### src/design/grbc_ram.sv
module grbc_ram #(
    parameter int WIDTH = 48,
    parameter int DEPTH = 100,
    localparam int ADDR_W = $clog2(DEPTH)
) (
    input  logic              clk,
    input  logic              we,
    input  logic [ADDR_W-1:0] waddr,
    input  logic [WIDTH-1:0]  wdata,
    input  logic              re,
    input  logic [ADDR_W-1:0] raddr,
    output logic [WIDTH-1:0]  rdata
);

    logic [WIDTH-1:0] mem [DEPTH];
    logic [WIDTH-1:0] rdata_reg;

    always_ff @(posedge clk)
    begin
        if (we)
        begin
            mem[waddr] <= wdata;
        end
        if (re)
        begin
            rdata_reg <= mem[raddr];
        end
    end

    assign rdata = rdata_reg;

endmodule

### config.mk
export PLATFORM = sky130hd
export DESIGN_NAME = grbc_ram
export DESIGN_NICKNAME = d
export VERILOG_FILES = /design/src/design/grbc_ram.sv
export SDC_FILE = /design/constraint.sdc
export NUM_CORES = 2
export LEC_CHECK = 0
export BUFFER_PORTS_ARGS = -buffer_cell sky130_fd_sc_hd__buf_4
export CAP_MARGIN = 20
export CORE_MARGIN = 5
export CORE_UTILIZATION = 35
export DETAILED_ROUTE_END_ITERATION = 6
export SLEW_MARGIN = 20
export SYNTH_ARGS = -nofsm -noshare
export SYNTH_HDL_FRONTEND = slang
export SYNTH_MEMORY_MAX_BITS = 65536
export SYNTH_SLANG_ARGS = --single-unit
### constraint.sdc
create_clock -name clk -period 19.03 [get_ports clk]
set_clock_uncertainty 0.1 [all_clocks]
set_input_delay 5.709 -clock clk [delete_from_list [all_inputs] [get_ports clk]]
set_output_delay 5.709 -clock clk [all_outputs]
set_load 0.01 [all_outputs]
==> qor.yml <==
status:
  status: "finished with violations"
  violations: "antenna violations, design-rule violations"
place:
  routabilityCongestion: 0.839
  io_buffers: 112
  placed_area_sq_um: 194000
  hpwlAfterDp_microns: 283000
  pre_cts_ws_ns: 8.32
  dp_cells: 14800
grt:
  grt_pass1_wl_microns: 717000
  grt_start_max_net_pins: 147
  antenna_found_initial: 36
  grt_pass1_vias: 89800
  grt_overflow: 0
  grt_use_total_pct: 18.6
clocking:
  post-cts-setup-buffers: 0
  cts_tree: "yes"
  clk_latency_ns: 0.96
  clock-sinks: 4848
  cts_buffer_depth: 4
  htree_levels: 5
  cts_made_buffers: 455
  ctsResizeCount: 0
  clkTransAtPathRegs_ns: 0.07
  ctsRootBufferMaster: "clkbuf_16"
  holdBufCountCts: 0
cells_and_area:
  area_delta_synth_final_pct: 13.4
  postLayoutCellArea_sq_um: 209000
  final_util_pct: 39.8
  largest_register_ffs: 4800
  fill_cells: 45900
  fin_cells: 15700
  layout-drive-gt1-share_pct: 26.5
  nNetsFinal: 8404
die:
  rows: 266
  initial_core_util_pct: 35.1
  die_area_sq_um: 540000
  core_area_sq_um: 525000
  die-width_microns: 735
  die_h_microns: 735
  io_pins: 113
worst_setup_path:
  rr_worst_depth: 5
  worst_setup_path_end_kind: "flip-flop"
  worstPathRequired_ns: 19.57
  r2r_slack_ns: 16.24
  arrival_ns: 10.21
  worst_r2r_endpoint: "rdata[33]"
  crit_path_start_kind: "primary input"
  worst-setup-path-type: "primary input to flip-flop"
  cp_max_fo: 83
  r2r-start: "mem[94][33]"
drt:
  remaining_drc_errors: 1
  vias: 90200
  vias_per_cell: 5.74
  route.detailed.wl_per_inst_microns: 32.7
  routed_wl_microns: 514000
  drtAntennaViolNets: 1
  dr.pass1.iters: 7
  dr.first_iter.drc_count: 12900
pwr:
  power_leakage_nw: 63.5
  vdd_drop_max_uv: 83.5
  power.density_nw_per_um2: 104
timing:
  slew_violations: 0
  fmax_mhz: 103
  finalWorstPathRequiredPeriod_ns: 9.67
  min_period_over_period_pct: 50.8
  setup_tns_ns: 0
  setup_slack_ns: 9.36
  setup_viol: 0
  relSlewSlack_pct: 18.6
  rsz0062_at_grt: "no"
  tightestPinTransition_ns: 1.22
  hold_violations: 0
synthesis:
  synth_nets: 8009
  yosysWarnings: 0
  synthArstFlopShare_pct: 0
  synth_area_per_cell_sq_um: 23.2
  ys_seq_elements: 4848
  synthCells: 7944
  ys_seq_area_share_pct: 79.1
  synth-edff-count: 4848
  ys_types: 51
  netlist_area_sq_um: 184000
  ys.flop_type: "edfxtp_1"
hold_path:
  min_path_type: "flip-flop to flip-flop"
  whs_path_depth: 3
  holdPathEnd: "rdata[31]"
  worst_hold_startpoint: "mem[97][31]"
job:
  max_cap_violations: 0
cells in the mapped netlist, types with 85 or more instances:
cell | number | area (sq um)
a211oi_1 | 85 | 638
a21oi_1 | 87 | 435
a22oi_1 | 158 | 1190
buf_2 | 139 | 696
buf_4 | 91 | 683
clkbuf_1 | 166 | 623
edfxtp_1 | 4848 | 146000
mux2i_1 | 226 | 2260
mux4_2 | 1154 | 26000
nand2_1 | 89 | 334
nor2_1 | 189 | 709
o21ai_0 | 148 | 741
report_power, final:
group / internal (mW) / leakage (nW) / switching, mW
combinational: 0.346 / 12.9 / 0.656
clock: 4.89 / 6.94 / 3.90
sequential: 11.8 / 43.6 / 0.0316
total: 17.0 / 63.5 / 4.59
stage by stage:
step | total power [mW] | hold WS (ns)
floorplan | 12.6 | 0.666
global placement | 13.0 | 0.746
detailed placement | 13.1 | 0.773
CTS | 21.8 | 0.780
global route | 22.3 | 0.816
finish | 21.6 | 0.774
cell type report:
type                            instances  area (sq um)  area share [%]
Inverter                                3          16.3         0.00780
Antenna cell                           20          50.0          0.0240
Multi-Input combinational cell       2642         36900            17.7
Clock inverter                        273          2210            1.06
Timing Repair Buffer                  389          3220            1.54
Sequential cell                      4848        146000            69.8
Clock buffer                          559         11900            5.73
Tap cell                             6968          8720            4.18
layout by cell type, fill, tap and decap left out, drive strengths merged, types with 69 or more instances in the layout:
cell type / instances
a22oi: 158
mux4: 1154
o22ai: 71
a211oi: 85
nor2: 189
mux2i: 226
nor2b: 69
clkinv: 220
a21oi: 87
nand2: 89
edfxtp: 4848
buf: 388
o21ai: 150
clkbuf: 560
how the worst max path moves through the flow:
stage | depth (start not counted) | end | start
6_report | 9 | rdata[39] | raddr[0]
5_1_grt | 9 | rdata[38] | raddr[0]
4_1_cts | 9 | rdata[38] | raddr[0]
3_5_place_dp | 9 | rdata[38] | raddr[0]
3_3_place_gp | 9 | rdata[21] | raddr[0]
2_1_floorplan | 4 | mem[57][0] | waddr[5]
cell families (layout without fill, tap and decap cells):
| group | Yosys count | in the layout | synth area share [%] |
|---|---|---|---|
| flip-flops | 4848 | 4848 | 79.1 |
| multiplexers | 1395 | 1395 | 15.4 |
| AO/OA/AOI/OAI | 749 | 749 | 2.82 |
| AND/OR/NAND/NOR | 498 | 498 | 1.31 |
| buffers and inverters | 454 | 1224 | 1.29 |
| other | 0 | 20 | 0 |
worst max-delay path, cell delays in order:
cell,delay [ns]
buf_16,0.44
buf_4,0.69
buf_4,0.70
buf_4,0.72
mux4_2,0.59
a22oi_1,0.20
a21oi_1,0.12
nor4_1,0.61
a211oi_1,0.15
metal layers:
| metal | vias up | part of all wire [%] | global-route usage (%) |
|---|---|---|---|
| li1 | 35000 | - | - |
| met1 | 49500 | 41 | 27.0 |
| met2 | 4911 | 47 | 29.3 |
| met3 | 728 | 9.6 | 3.40 |
| met4 | 30 | 2.4 | 4.29 |
| met5 | - | 0.035 | 0 |
Power figures use the tool's default switching activity.
