--- src/design/grbc_pkg.sv ---
package grbc_pkg;

    localparam int GYRO_W        = 16;
    localparam int TIME_W        = 32;
    localparam int CFG_DATA_W    = 32;
    localparam int CFG_INDEX_W   = 3;
    localparam int RING_DEPTH_DEF = 100;

    localparam logic [15:0] DECIMATE_RST = 16'd10;
    localparam logic [15:0] MOTION_RST   = 16'd10;
    localparam logic [15:0] RATE_RST     = 16'd80;
    localparam logic [31:0] REST_RST     = 32'd2000;

    typedef enum logic [CFG_INDEX_W-1:0] {
        CFG_DECIMATE = 3'd0,
        CFG_MOTION   = 3'd1,
        CFG_RATE     = 3'd2,
        CFG_REST     = 3'd3
    } cfg_idx_t;

    typedef struct packed {
        logic [15:0] decimate_ms;
        logic [15:0] motion_limit;
        logic [15:0] rate_limit;
        logic [31:0] rest_time_ms;
    } cfg_t;

    typedef struct packed {
        logic signed [GYRO_W-1:0] x;
        logic signed [GYRO_W-1:0] y;
        logic signed [GYRO_W-1:0] z;
    } axes_t;

    typedef struct packed {
        axes_t              g;
        logic [TIME_W-1:0]  now;
    } sample_t;

    typedef struct packed {
        logic  sampled;
        logic  still;
        logic  calibrated;
        logic  capture;
        logic  take_ring;
        axes_t g;
    } decision_t;

    typedef struct packed {
        logic  sampled;
        logic  still;
        logic  calibrated;
        axes_t bias;
        axes_t rate;
    } result_t;

    // Magnitude of an axis value; -32768 comes out as 32768.
    function automatic logic [15:0] mag16(logic signed [15:0] v);
        logic [16:0] e;
        begin
            e = {v[15], v};
            if (v[15])
            begin
                e = -e;
            end
            return e[15:0];
        end
    endfunction

    // Magnitude of a difference of two axis values, at most 65535.
    function automatic logic [15:0] mag17(logic signed [16:0] v);
        logic [16:0] e;
        begin
            e = v;
            if (v[16])
            begin
                e = -e;
            end
            return e[15:0];
        end
    endfunction

endpackage

--- src/design/grbc_bias.sv ---
module grbc_bias
    import grbc_pkg::*;
(
    input  logic      clk,
    input  logic      rst_n,
    input  decision_t dec,
    input  axes_t     ring_rdata,
    input  logic      fire,
    output result_t   res
);

    axes_t bias_reg;
    axes_t bias_next;

    always_comb
    begin
        if (dec.capture)
        begin
            bias_next = dec.g;
        end
        else if (dec.take_ring)
        begin
            bias_next = ring_rdata;
        end
        else
        begin
            bias_next = bias_reg;
        end

        res.sampled    = dec.sampled;
        res.still      = dec.still;
        res.calibrated = dec.calibrated;
        res.bias       = bias_next;
        if (dec.calibrated)
        begin
            res.rate.x = dec.g.x - bias_next.x;
            res.rate.y = dec.g.y - bias_next.y;
            res.rate.z = dec.g.z - bias_next.z;
        end
        else
        begin
            res.rate = dec.g;
        end
    end

    always_ff @(posedge clk or negedge rst_n)
    begin
        if (!rst_n)
        begin
            bias_reg <= '0;
        end
        else if (fire)
        begin
            bias_reg <= bias_next;
        end
    end

endmodule

--- config.mk ---
export PLATFORM = sky130hd
export DESIGN_NAME = grbc_bias
export DESIGN_NICKNAME = d
export VERILOG_FILES = /design/src/design/grbc_pkg.sv /design/src/design/grbc_bias.sv
export SDC_FILE = /design/constraint.sdc
export NUM_CORES = 1
export LEC_CHECK = 0
export BUFFER_PORTS_ARGS = -buffer_cell sky130_fd_sc_hd__buf_4
export CORE_MARGIN = 2
export CORE_UTILIZATION = 30
export DETAILED_ROUTE_END_ITERATION = 10
export GPL_ROUTABILITY_DRIVEN = 0
export GPL_TIMING_DRIVEN = 0
export SYNTH_ARGS = -nofsm -noshare
export SYNTH_HDL_FRONTEND = slang
export SYNTH_SLANG_ARGS = --single-unit
--- constraint.sdc ---
create_clock -name clk -period 3.4 [get_ports clk]
set_clock_uncertainty 0.15 [all_clocks]
set_input_delay 0 -clock clk [delete_from_list [all_inputs] [get_ports clk]]
set_output_delay 0 -clock clk [all_outputs]
set_load 0.01 [all_outputs]
==> flow_summary.yaml <==
floorplan:
  row_count: 50
  die_area_um2: 20100
  dieHeight_um: 142
  start_util_pct: 30.5
  num_io_pins: 203
  fp.dieW_um: 142
  core_um2: 18700
logic_synthesis:
  synth_edf_count: 0
  netlist_area_um2: 5710
  async_reset_ff_share_pct: 100
  syn_avg_cell_area_um2: 8.25
  synth_cells: 692
  synth_nets: 847
  ys_seq_area_share_pct: 21.0
  yosys_warnings: 0
  ys_seq_elements: 48
  synth_cell_type_count: 53
  synthFlopType: "dfrtp_1"
sta:
  drv_slew: 0
  setup_slack_ns: 0.159
  post-route-period-util_pct: 95.3
  rsz0062_at_grt: "false"
  fmax_mhz: 309
  setup_violations: 0
  max_slew.worst_pin.slew_ns: 0.877
  finalHoldViolCount: 0
  period_needed_ns: 3.24
  slew_headroom_pct: 41.5
worst_hold_path:
  hold_class: "in -> reg"
job:
  maxCapViolCount: 0
final_layout:
  drive_above_1_share_pct: 34.0
  multi_input_area_um2: 4180
  syn_to_final_growth_pct: 36.6
  largest_reg_flops: 48
  final_nets: 1062
  num_antenna_cells: 0
  n_fill_cell: 1954
  ff_latch_area_um2: 1200
pwr:
  power_density_nw_per_um2: 363
  power_mw: 2.83
  ir_drop_uv: 193
  leakage_nw: 3.76
placed_design:
  pre_cts_slack_ns: -0.684
  port_buffers: 197
  dp_hpwl_um: 15300
worst_setup_path:
  path_class: "reg -> out"
  cp.arrival_ns: 3.09
  cp.required_ns: 3.25
  path_max_fanout: 3
  cp-start-kind: "flip-flop"
  cp-end-kind: "primary output"
detailed_routing:
  wl_met3_um: 1010
  drc: 0
  via_per_inst: 5.11
  drtAntennaViolNets: 0
  drt_iter0_markers: 233
  top_layer: "met4"
  drtPass1Iterations: 5
  wl_met2_um: 9560
  vias: 5838
  met1_length_um: 9070
  drt-total-wl_um: 19900
  detail_route.wl_per_cell_um: 17.4
outcome:
  status: "finished, final reports clean"
grt:
  grt_antenna_before_repair: 0
  grt_use_total_pct: 19.3
  grt_start_max_net_pins: 49
  grt_pass1_vias: 5648
  grt_pass1_wl_um: 30200
  overflow: 0
cts:
  clk_path_buf_depth: 2
  htreeDepth: 2
  clockRootBuffer: "clkbuf_16"
  insertion_delay_ns: 0.31
  clock-sinks: 48
  cts.clk_slew.worst_paths_ns: 0.08
  cts_made_buffers: 5
  cts_tree: "done"
==> metrics by stage <==
step	hold WS (ns)	cells	utilization, %	TNS (ns)	cell area [um^2]
after global routing	0.0175	1142	41.7	0	7800
after detailed placement	-0.0427	1123	40.0	-9.74	7480
after floorplan	-0.446	692	-	0	5710
after CTS	0.00101	1140	41.4	0	7740
after global placement	-0.0451	1123	40.0	-10.41	7480
final	0.00133	1142	41.7	0	7800
==> power by group <==
group | switching, mW | internal, mW | leakage [nW]
sequential | 0.0400 | 0.657 | 0.579
clock | 0.259 | 0.296 | 0.0712
combinational | 0.798 | 0.784 | 3.11
==> what timing repair did <==
item,in CTS,in global routing
setup buffers,0,1
gates resized for setup,15,20
pin swaps,0,1
setup endpoints to repair,30,12
hold endpoints to repair,56,1
hold buffers,9,1
==> area by class of cell <==
type                    instances  share of cell area, %
well taps                     234                   3.75
multi-input cells             553                   53.6
inverters                      56                   2.70
clock buffers                   8                   1.88
repair buffers                208                   20.3
plain buffers                  35                   2.29
flip-flops and latches         48                   15.4
==> cells in the mapped netlist (3+ instances only) <==
cell type	n	share of area, %
o211ai_1	4	0.53
mux2i_1	53	9.3
a211o_1	4	0.61
a21oi_1	41	3.6
dfrtp_1	48	21
nand2b_1	5	0.55
xor2_1	8	1.2
a31oi_1	3	0.33
xnor2_1	22	3.4
buf_2	5	0.44
nor2_1	38	2.5
clkbuf_1	20	1.3
nand3_1	7	0.61
fa_1	3	1.1
buf_4	3	0.39
o31ai_1	3	0.39
and3_1	3	0.33
o21bai_1	5	0.66
buf_1	7	0.46
mux2_2	75	15
o21a_1	5	0.66
a211oi_1	14	1.8
o22ai_1	3	0.33
nor3_1	14	1.2
inv_1	56	3.7
o21ai_0	75	6.6
a21o_1	11	1.4
ha_1	48	11
nand2_1	70	4.6
nor2b_1	7	0.77
==> cells by family after synthesis <==
family                     count (synthesis)  synth area share, %
AOI/OAI and AO/OA                        187                 20.2
xor gates and xnor gates                  30                 4.60
adders and majority gates                 51                 11.6
buffers and inverters                     91                 6.29
DFF                                       48                 21.0
muxes                                    128                 24.1
and+or+nand+nor                          157                 12.2
==> critical path: stages (launching register included) <==
cell      delay [ns]
dfrtp_1         0.36
mux2i_1         0.08
o21ai_2         0.20
ha_1            0.20
inv_1           0.05
fa_1            0.43
a211oi_2        0.30
o21bai_1        0.14
a211o_1         0.31
a31oi_2         0.19
xnor2_1         0.08
mux2_2          0.27
buf_4           0.14
==> cells in the final DEF, fill, tap and decap left out, drive strengths merged, types with 3 or more instances in the layout <==
cell type,count
nand2,70
xor2,8
nor2,38
a211oi,15
nor2b,7
a31oi,3
a211o,4
nand2b,5
a21o,11
a21oi,41
mux2i,53
o22ai,3
and3,3
inv,56
dlygate4sd3,10
ha,48
fa,3
o21ai,76
o31ai,3
clkbuf,27
mux2,75
dfrtp,48
o211ai,4
xnor2,22
o21bai,5
nor3,14
o21a,5
nand3,7
buf,214
==> metal layers <==
metal / vias up / GRT usage [%]
met1: 2765 / 25.8
li1: 2909 / -
met4: 0 / 4.00
met5: - / 0
met3: 12 / 3.80
met2: 152 / 32.6
==> final timing paths <==
| kind | endpoint | slack, ns | cells after the start | from |
|---|---|---|---|---|
| worst min-delay path | bias_reg[20] | 0.001 | 4 | dec[20] |
| min in group asynchronous | bias_reg[38] | 0.14 | 2 | rst_n |
| worst min register to register | bias_reg[44] | 0.36 | 1 | bias_reg[44] |
| worst max-delay path | res[40] | 0.16 | 12 | bias_reg[32] |
| max in group asynchronous | bias_reg[23] | 2.48 | 2 | rst_n |
| worst max register to register | bias_reg[31] | 1.91 | 3 | bias_reg[31] |
No activity file was read; power rests on OpenSTA's default activity.
