<file path="config.mk">
export PLATFORM = sky130hd
export DESIGN_NAME = grbc_detect
export DESIGN_NICKNAME = d
export VERILOG_FILES = /design/src/design/grbc_pkg.sv /design/src/design/grbc_detect.sv
export SDC_FILE = /design/constraint.sdc
export NUM_CORES = 1
export LEC_CHECK = 0
export ABC_AREA = 1
export BUFFER_PORTS_ARGS = -buffer_cell sky130_fd_sc_hd__buf_2
export CORE_MARGIN = 5
export CORE_UTILIZATION = 58
export CTS_CLUSTER_SIZE = 20
export DETAILED_ROUTE_END_ITERATION = 7
export PLACE_DENSITY = 0.91
export SKIP_LAST_GASP = 1
export SLEW_MARGIN = 10
export SYNTH_ARGS = -nofsm -noshare
export SYNTH_HDL_FRONTEND = slang
export SYNTH_SLANG_ARGS = --single-unit
</file>
<file path="constraint.sdc">
create_clock -name clk -period 12.4 [get_ports clk]
set_clock_uncertainty 0.05 [all_clocks]
set_input_delay 1.24 -clock clk [delete_from_list [all_inputs] [get_ports clk]]
set_output_delay 1.24 -clock clk [all_outputs]
set_load 0.05 [all_outputs]
</file>
<file path="src/design/grbc_pkg.sv">
package grbc_pkg;

    localparam int GYRO_W        = 16;
    localparam int TIME_W        = 32;
    localparam int CFG_DATA_W    = 32;
    localparam int CFG_INDEX_W   = 3;
    localparam int RING_DEPTH_DEF = 100;

    localparam logic [15:0] DECIMATE_RST = 16'd10;
    localparam logic [15:0] MOTION_RST   = 16'd10;
    localparam logic [15:0] RATE_RST     = 16'd80;
    localparam logic [31:0] REST_RST     = 32'd2000;

    typedef enum logic [CFG_INDEX_W-1:0] {
        CFG_DECIMATE = 3'd0,
        CFG_MOTION   = 3'd1,
        CFG_RATE     = 3'd2,
        CFG_REST     = 3'd3
    } cfg_idx_t;

    typedef struct packed {
        logic [15:0] decimate_ms;
        logic [15:0] motion_limit;
        logic [15:0] rate_limit;
        logic [31:0] rest_time_ms;
    } cfg_t;

    typedef struct packed {
        logic signed [GYRO_W-1:0] x;
        logic signed [GYRO_W-1:0] y;
        logic signed [GYRO_W-1:0] z;
    } axes_t;

    typedef struct packed {
        axes_t              g;
        logic [TIME_W-1:0]  now;
    } sample_t;

    typedef struct packed {
        logic  sampled;
        logic  still;
        logic  calibrated;
        logic  capture;
        logic  take_ring;
        axes_t g;
    } decision_t;

    typedef struct packed {
        logic  sampled;
        logic  still;
        logic  calibrated;
        axes_t bias;
        axes_t rate;
    } result_t;

    // Magnitude of an axis value; -32768 comes out as 32768.
    function automatic logic [15:0] mag16(logic signed [15:0] v);
        logic [16:0] e;
        begin
            e = {v[15], v};
            if (v[15])
            begin
                e = -e;
            end
            return e[15:0];
        end
    endfunction

    // Magnitude of a difference of two axis values, at most 65535.
    function automatic logic [15:0] mag17(logic signed [16:0] v);
        logic [16:0] e;
        begin
            e = v;
            if (v[16])
            begin
                e = -e;
            end
            return e[15:0];
        end
    endfunction

endpackage

</file>
<file path="src/design/grbc_detect.sv">
module grbc_detect
    import grbc_pkg::*;
#(
    parameter int RING_DEPTH = RING_DEPTH_DEF,
    localparam int IDX_W = $clog2(RING_DEPTH),
    localparam int CNT_W = $clog2(RING_DEPTH + 1)
) (
    input  logic             clk,
    input  logic             rst_n,
    input  cfg_t             cfg,
    input  sample_t          smp,
    input  logic             fire,
    output decision_t        dec,
    output logic             ring_we,
    output logic [IDX_W-1:0] ring_waddr,
    output logic             ring_re,
    output logic [IDX_W-1:0] ring_raddr
);

    logic [TIME_W-1:0] last_accept_reg;
    logic [TIME_W-1:0] rest_start_reg;
    logic [TIME_W-1:0] rest_start_next;
    axes_t             prev_reg;
    logic              calibrated_reg;
    logic [IDX_W-1:0]  widx_reg;
    logic [IDX_W-1:0]  widx_next;
    logic [CNT_W-1:0]  fill_reg;

    logic [TIME_W-1:0] since_last;
    logic [TIME_W-1:0] rest_base;
    logic [TIME_W-1:0] rest_elapsed;
    logic              sampled;
    logic              still;
    logic              long_rest;
    logic              capture;
    logic              push;
    logic              full;
    logic signed [16:0] dx, dy, dz;
    logic [17:0]       motion_sum;
    logic [15:0]       motion;
    logic              rates_small;

    always_comb
    begin
        since_last = smp.now - last_accept_reg;
        sampled    = since_last >= {16'b0, cfg.decimate_ms};

        dx = {smp.g.x[15], smp.g.x} - {prev_reg.x[15], prev_reg.x};
        dy = {smp.g.y[15], smp.g.y} - {prev_reg.y[15], prev_reg.y};
        dz = {smp.g.z[15], smp.g.z} - {prev_reg.z[15], prev_reg.z};
        motion_sum = {2'b0, mag17(dx)} + {2'b0, mag17(dy)} + {2'b0, mag17(dz)};
        motion     = (motion_sum[17:16] != 2'b0) ? 16'hFFFF : motion_sum[15:0];

        rates_small = (mag16(smp.g.x) < cfg.rate_limit) &&
                      (mag16(smp.g.y) < cfg.rate_limit) &&
                      (mag16(smp.g.z) < cfg.rate_limit);
        still = sampled && (motion < cfg.motion_limit) && rates_small;

        // A rest start of zero means no rest period is running yet.
        rest_base       = (rest_start_reg == '0) ? smp.now : rest_start_reg;
        rest_elapsed    = smp.now - rest_base;
        long_rest       = rest_elapsed > cfg.rest_time_ms;
        rest_start_next = still ? rest_base : smp.now;

        capture = still && long_rest && !calibrated_reg;
        push    = still && long_rest && calibrated_reg;
        full    = fill_reg == CNT_W'(RING_DEPTH);

        widx_next = (widx_reg == IDX_W'(RING_DEPTH - 1)) ? '0 : widx_reg + IDX_W'(1);

        // Once the ring is full, the slot after the one just written is the oldest.
        ring_we    = fire && push;
        ring_waddr = widx_reg;
        ring_re    = fire && push && full;
        ring_raddr = widx_next;

        dec.sampled    = sampled;
        dec.still      = still;
        dec.calibrated = calibrated_reg || capture;
        dec.capture    = capture;
        dec.take_ring  = push && full;
        dec.g          = smp.g;
    end

    always_ff @(posedge clk or negedge rst_n)
    begin
        if (!rst_n)
        begin
            last_accept_reg <= '0;
            rest_start_reg  <= '0;
            prev_reg        <= '0;
            calibrated_reg  <= 1'b0;
            widx_reg        <= '0;
            fill_reg        <= '0;
        end
        else if (fire && sampled)
        begin
            last_accept_reg <= smp.now;
            rest_start_reg  <= rest_start_next;
            prev_reg        <= smp.g;
            if (capture)
            begin
                calibrated_reg <= 1'b1;
            end
            if (push)
            begin
                widx_reg <= widx_next;
                if (!full)
                begin
                    fill_reg <= fill_reg + CNT_W'(1);
                end
            end
        end
    end

endmodule

</file>
==> qor.yml <==
outcome: "completed"
cts_sinks: 127
drtAntennaViolNets: 0
syn_nets: 3240
tns_ps: 0
yosysUniqueCellTypes: 56
tritoncts: "built"
htree_levels: 4
drc: 0
synth_enable_flop_cells: 0
die_x_um: 188.3
mappedNetlistArea_mm2: 0.01844
wl_per_cell_um: 16.42
cp.required_ps: 11110
diodes: 0
synth_area_leader_cell: "dfrtp_1"
synth_top_cell_area_share_pct: 17.23
clockRootBuffer: "clkbuf_16"
grt_pass1_wl_um: 88930
setup_viol: 0
synthMostInstantiatedCell: "nand2_1"
seq_area_frac_synth_pct: 17.23
grt_start_max_net_pins: 97
io_pins: 232
first_pass_iters: 5
grtUsageTotal_pct: 30.34
cts_hold_buffers: 0
leakagePower_uw: 0.01130
vias: 18910
start_util_pct: 58.59
final_util_pct: 63.79
ir_drop_mv: 0.1612
numCtsBuffers: 17
clkLatencyLatePin_ps: 440
ys_top_cells_by_area: "dfrtp_1 17%, ha_1 16%, nand2_1 15%"
hold_class: "reg2reg"
path_class: "in2out"
post-cts-setup-buffers: 0
drtIter0Drc: 1260
place_congestion: 1.002
finalCritPeriodShare_pct: 83.49
maxCapViolations: 0
path_clk_slew_ps: 70
async_flop_share_pct: 100.0
max_slew.worst_pin.slew_ps: 952.9
rows: 65
yosys_warnings: 0
start_kind: "input pin"
post_dp_cell_area_mm2: 0.01948
crit_top_cell: "nand2_1"
cts_resized: 0
layout-drive-gt1-share_pct: 11.04
finalCriticalPeriod_ps: 10350
largest_reg_flops: 48
routed_wl_um: 55680
grt_setup_unrepaired: "false"
coreArea_mm2: 0.03147
syn_to_final_growth_pct: 8.882
port_buffers: 231
maxSlewViolCount: 0
hold_viol: 0
layout_setup_ws_ps: 2047
cp_slowest_cell: "inv_4"
critPathMaxFanout: 63
cpPeakStageDelay_ps: 530
fp.dieH_um: 188.3
power_density_mw_per_mm2: 223.0
grt_antenna_before_repair: 1
power_uw: 4477
hold_depth: 2
slew_headroom_pct: 36.47
clk_path_buf_depth: 2
post-dp-hpwl_um: 45820
syn_avg_cell_area_um2: 6.555
die_area_mm2: 0.03546
reg2reg_depth: 39
crit_path_end_kind: "primary output"
pre_cts_slack_ps: 2220
ys.flop_type: "dfrtp_1"
yosys-top-cells-count: "758 x nand2_1, 510 x inv_1, 242 x ha_1"
grt_pass1_vias: 18440
final_nets: 3403
fmax_mhz: 96.59
overflow: 0
netlist_instances: 2813
critical_path_arrival_ps: 9060
vias_per_cell: 5.577
final_area_mm2: 0.02008
ys_ff_latch: 127
-- power breakdown --
group	leakage, µW	internal (µW)	total [µW]	switching [µW]
registers	0.00156	502	573	70.9
logic	0.00946	1200	3370	2180
clock network	0.000282	313	531	218
-- final timing paths --
kind                               from           endpoint  slack [ps]
max                             smp[32]            dec[51]        2050
min                        prev_reg[24]       prev_reg[24]         440
max reg2reg                 prev_reg[0]      ring_waddr[2]        4330
min reg2reg                prev_reg[24]       prev_reg[24]         440
max in group asynchronous         rst_n      ring_waddr[6]       10350
min in group asynchronous         rst_n  rest_start_reg[6]         830
-- layout make-up --
type | instances | area, µm²
multi-input combinational | 2081 | 12670
fill | 2836 | 11400
sequential | 127 | 3178
inverter | 514 | 1933
timing repair buffer | 235 | 1192
tap | 402 | 503.0
clock buffer | 20 | 466.7
clock inverter | 11 | 130.1
-- cell families after synthesis --
family / synth area share, %
compound gates: 14.25
xor+xnor: 8.074
fa+ha+maj: 18.81
buf+inv: 14.05
flops: 17.23
mux: 0.1086
simple gates: 27.48
-- per-layer routing --
layer  wire (µm)  share of wire (%)  GRT usage [%]  vias to the layer above
met1       22040                 40          35.49                     8646
met2       27680                 50          54.82                      727
met3        3159                5.7          4.057                      181
met5           7              0.013              0                        -
li1            -                  -              -                     9349
met4        2799                5.0          14.46                        2
-- worst max-delay path: cells and delay by family --
kind	cells	cell delay, ps
xor+xnor	2	480
fa+ha+maj	5	1630
compound gates	8	1690
buf+inv	5	1200
simple gates	19	2780
-- cell usage in the layout, fill, tap and decap left out, drive strengths merged, types with 2 or more instances in the layout --
| cell | netlist | routed |
|---|---|---|
| a31o | 2 | 2 |
| o211ai | 36 | 36 |
| o22ai | 2 | 2 |
| xor2 | 143 | 143 |
| clkbuf | 16 | 20 |
| clkinv | 0 | 3 |
| fa | 22 | 22 |
| dfrtp | 127 | 127 |
| mux2i | 2 | 2 |
| o221ai | 2 | 2 |
| inv | 514 | 516 |
| ha | 242 | 242 |
| o21a | 6 | 6 |
| o31ai | 4 | 4 |
| and3 | 2 | 2 |
| a21o | 10 | 10 |
| a31oi | 12 | 12 |
| o311ai | 2 | 2 |
| bufinv | 0 | 2 |
| nand4 | 54 | 54 |
| a21oi | 192 | 192 |
| and2 | 7 | 7 |
| a21boi | 7 | 7 |
| nand3 | 103 | 103 |
| or2 | 13 | 13 |
| o21ai | 158 | 158 |
| a211oi | 7 | 7 |
| nor2 | 172 | 172 |
| o21bai | 10 | 10 |
| xnor2 | 27 | 27 |
| nand2 | 765 | 765 |
| buf | 75 | 235 |
| nor3 | 37 | 37 |
| nand3b | 11 | 11 |
| clkinvlp | 0 | 4 |
| nor4 | 25 | 25 |
-- per-stage QoR --
step | instances | hold WS (ps)
final | 3390 | 439.2
after global routing | 3390 | 457.7
after CTS | 3390 | 443.2
after detailed placement | 3359 | 427.9
after global placement | 3359 | 406.6
after floorplan | 2813 | 391.9
No activity file was read; power rests on OpenSTA's default activity.
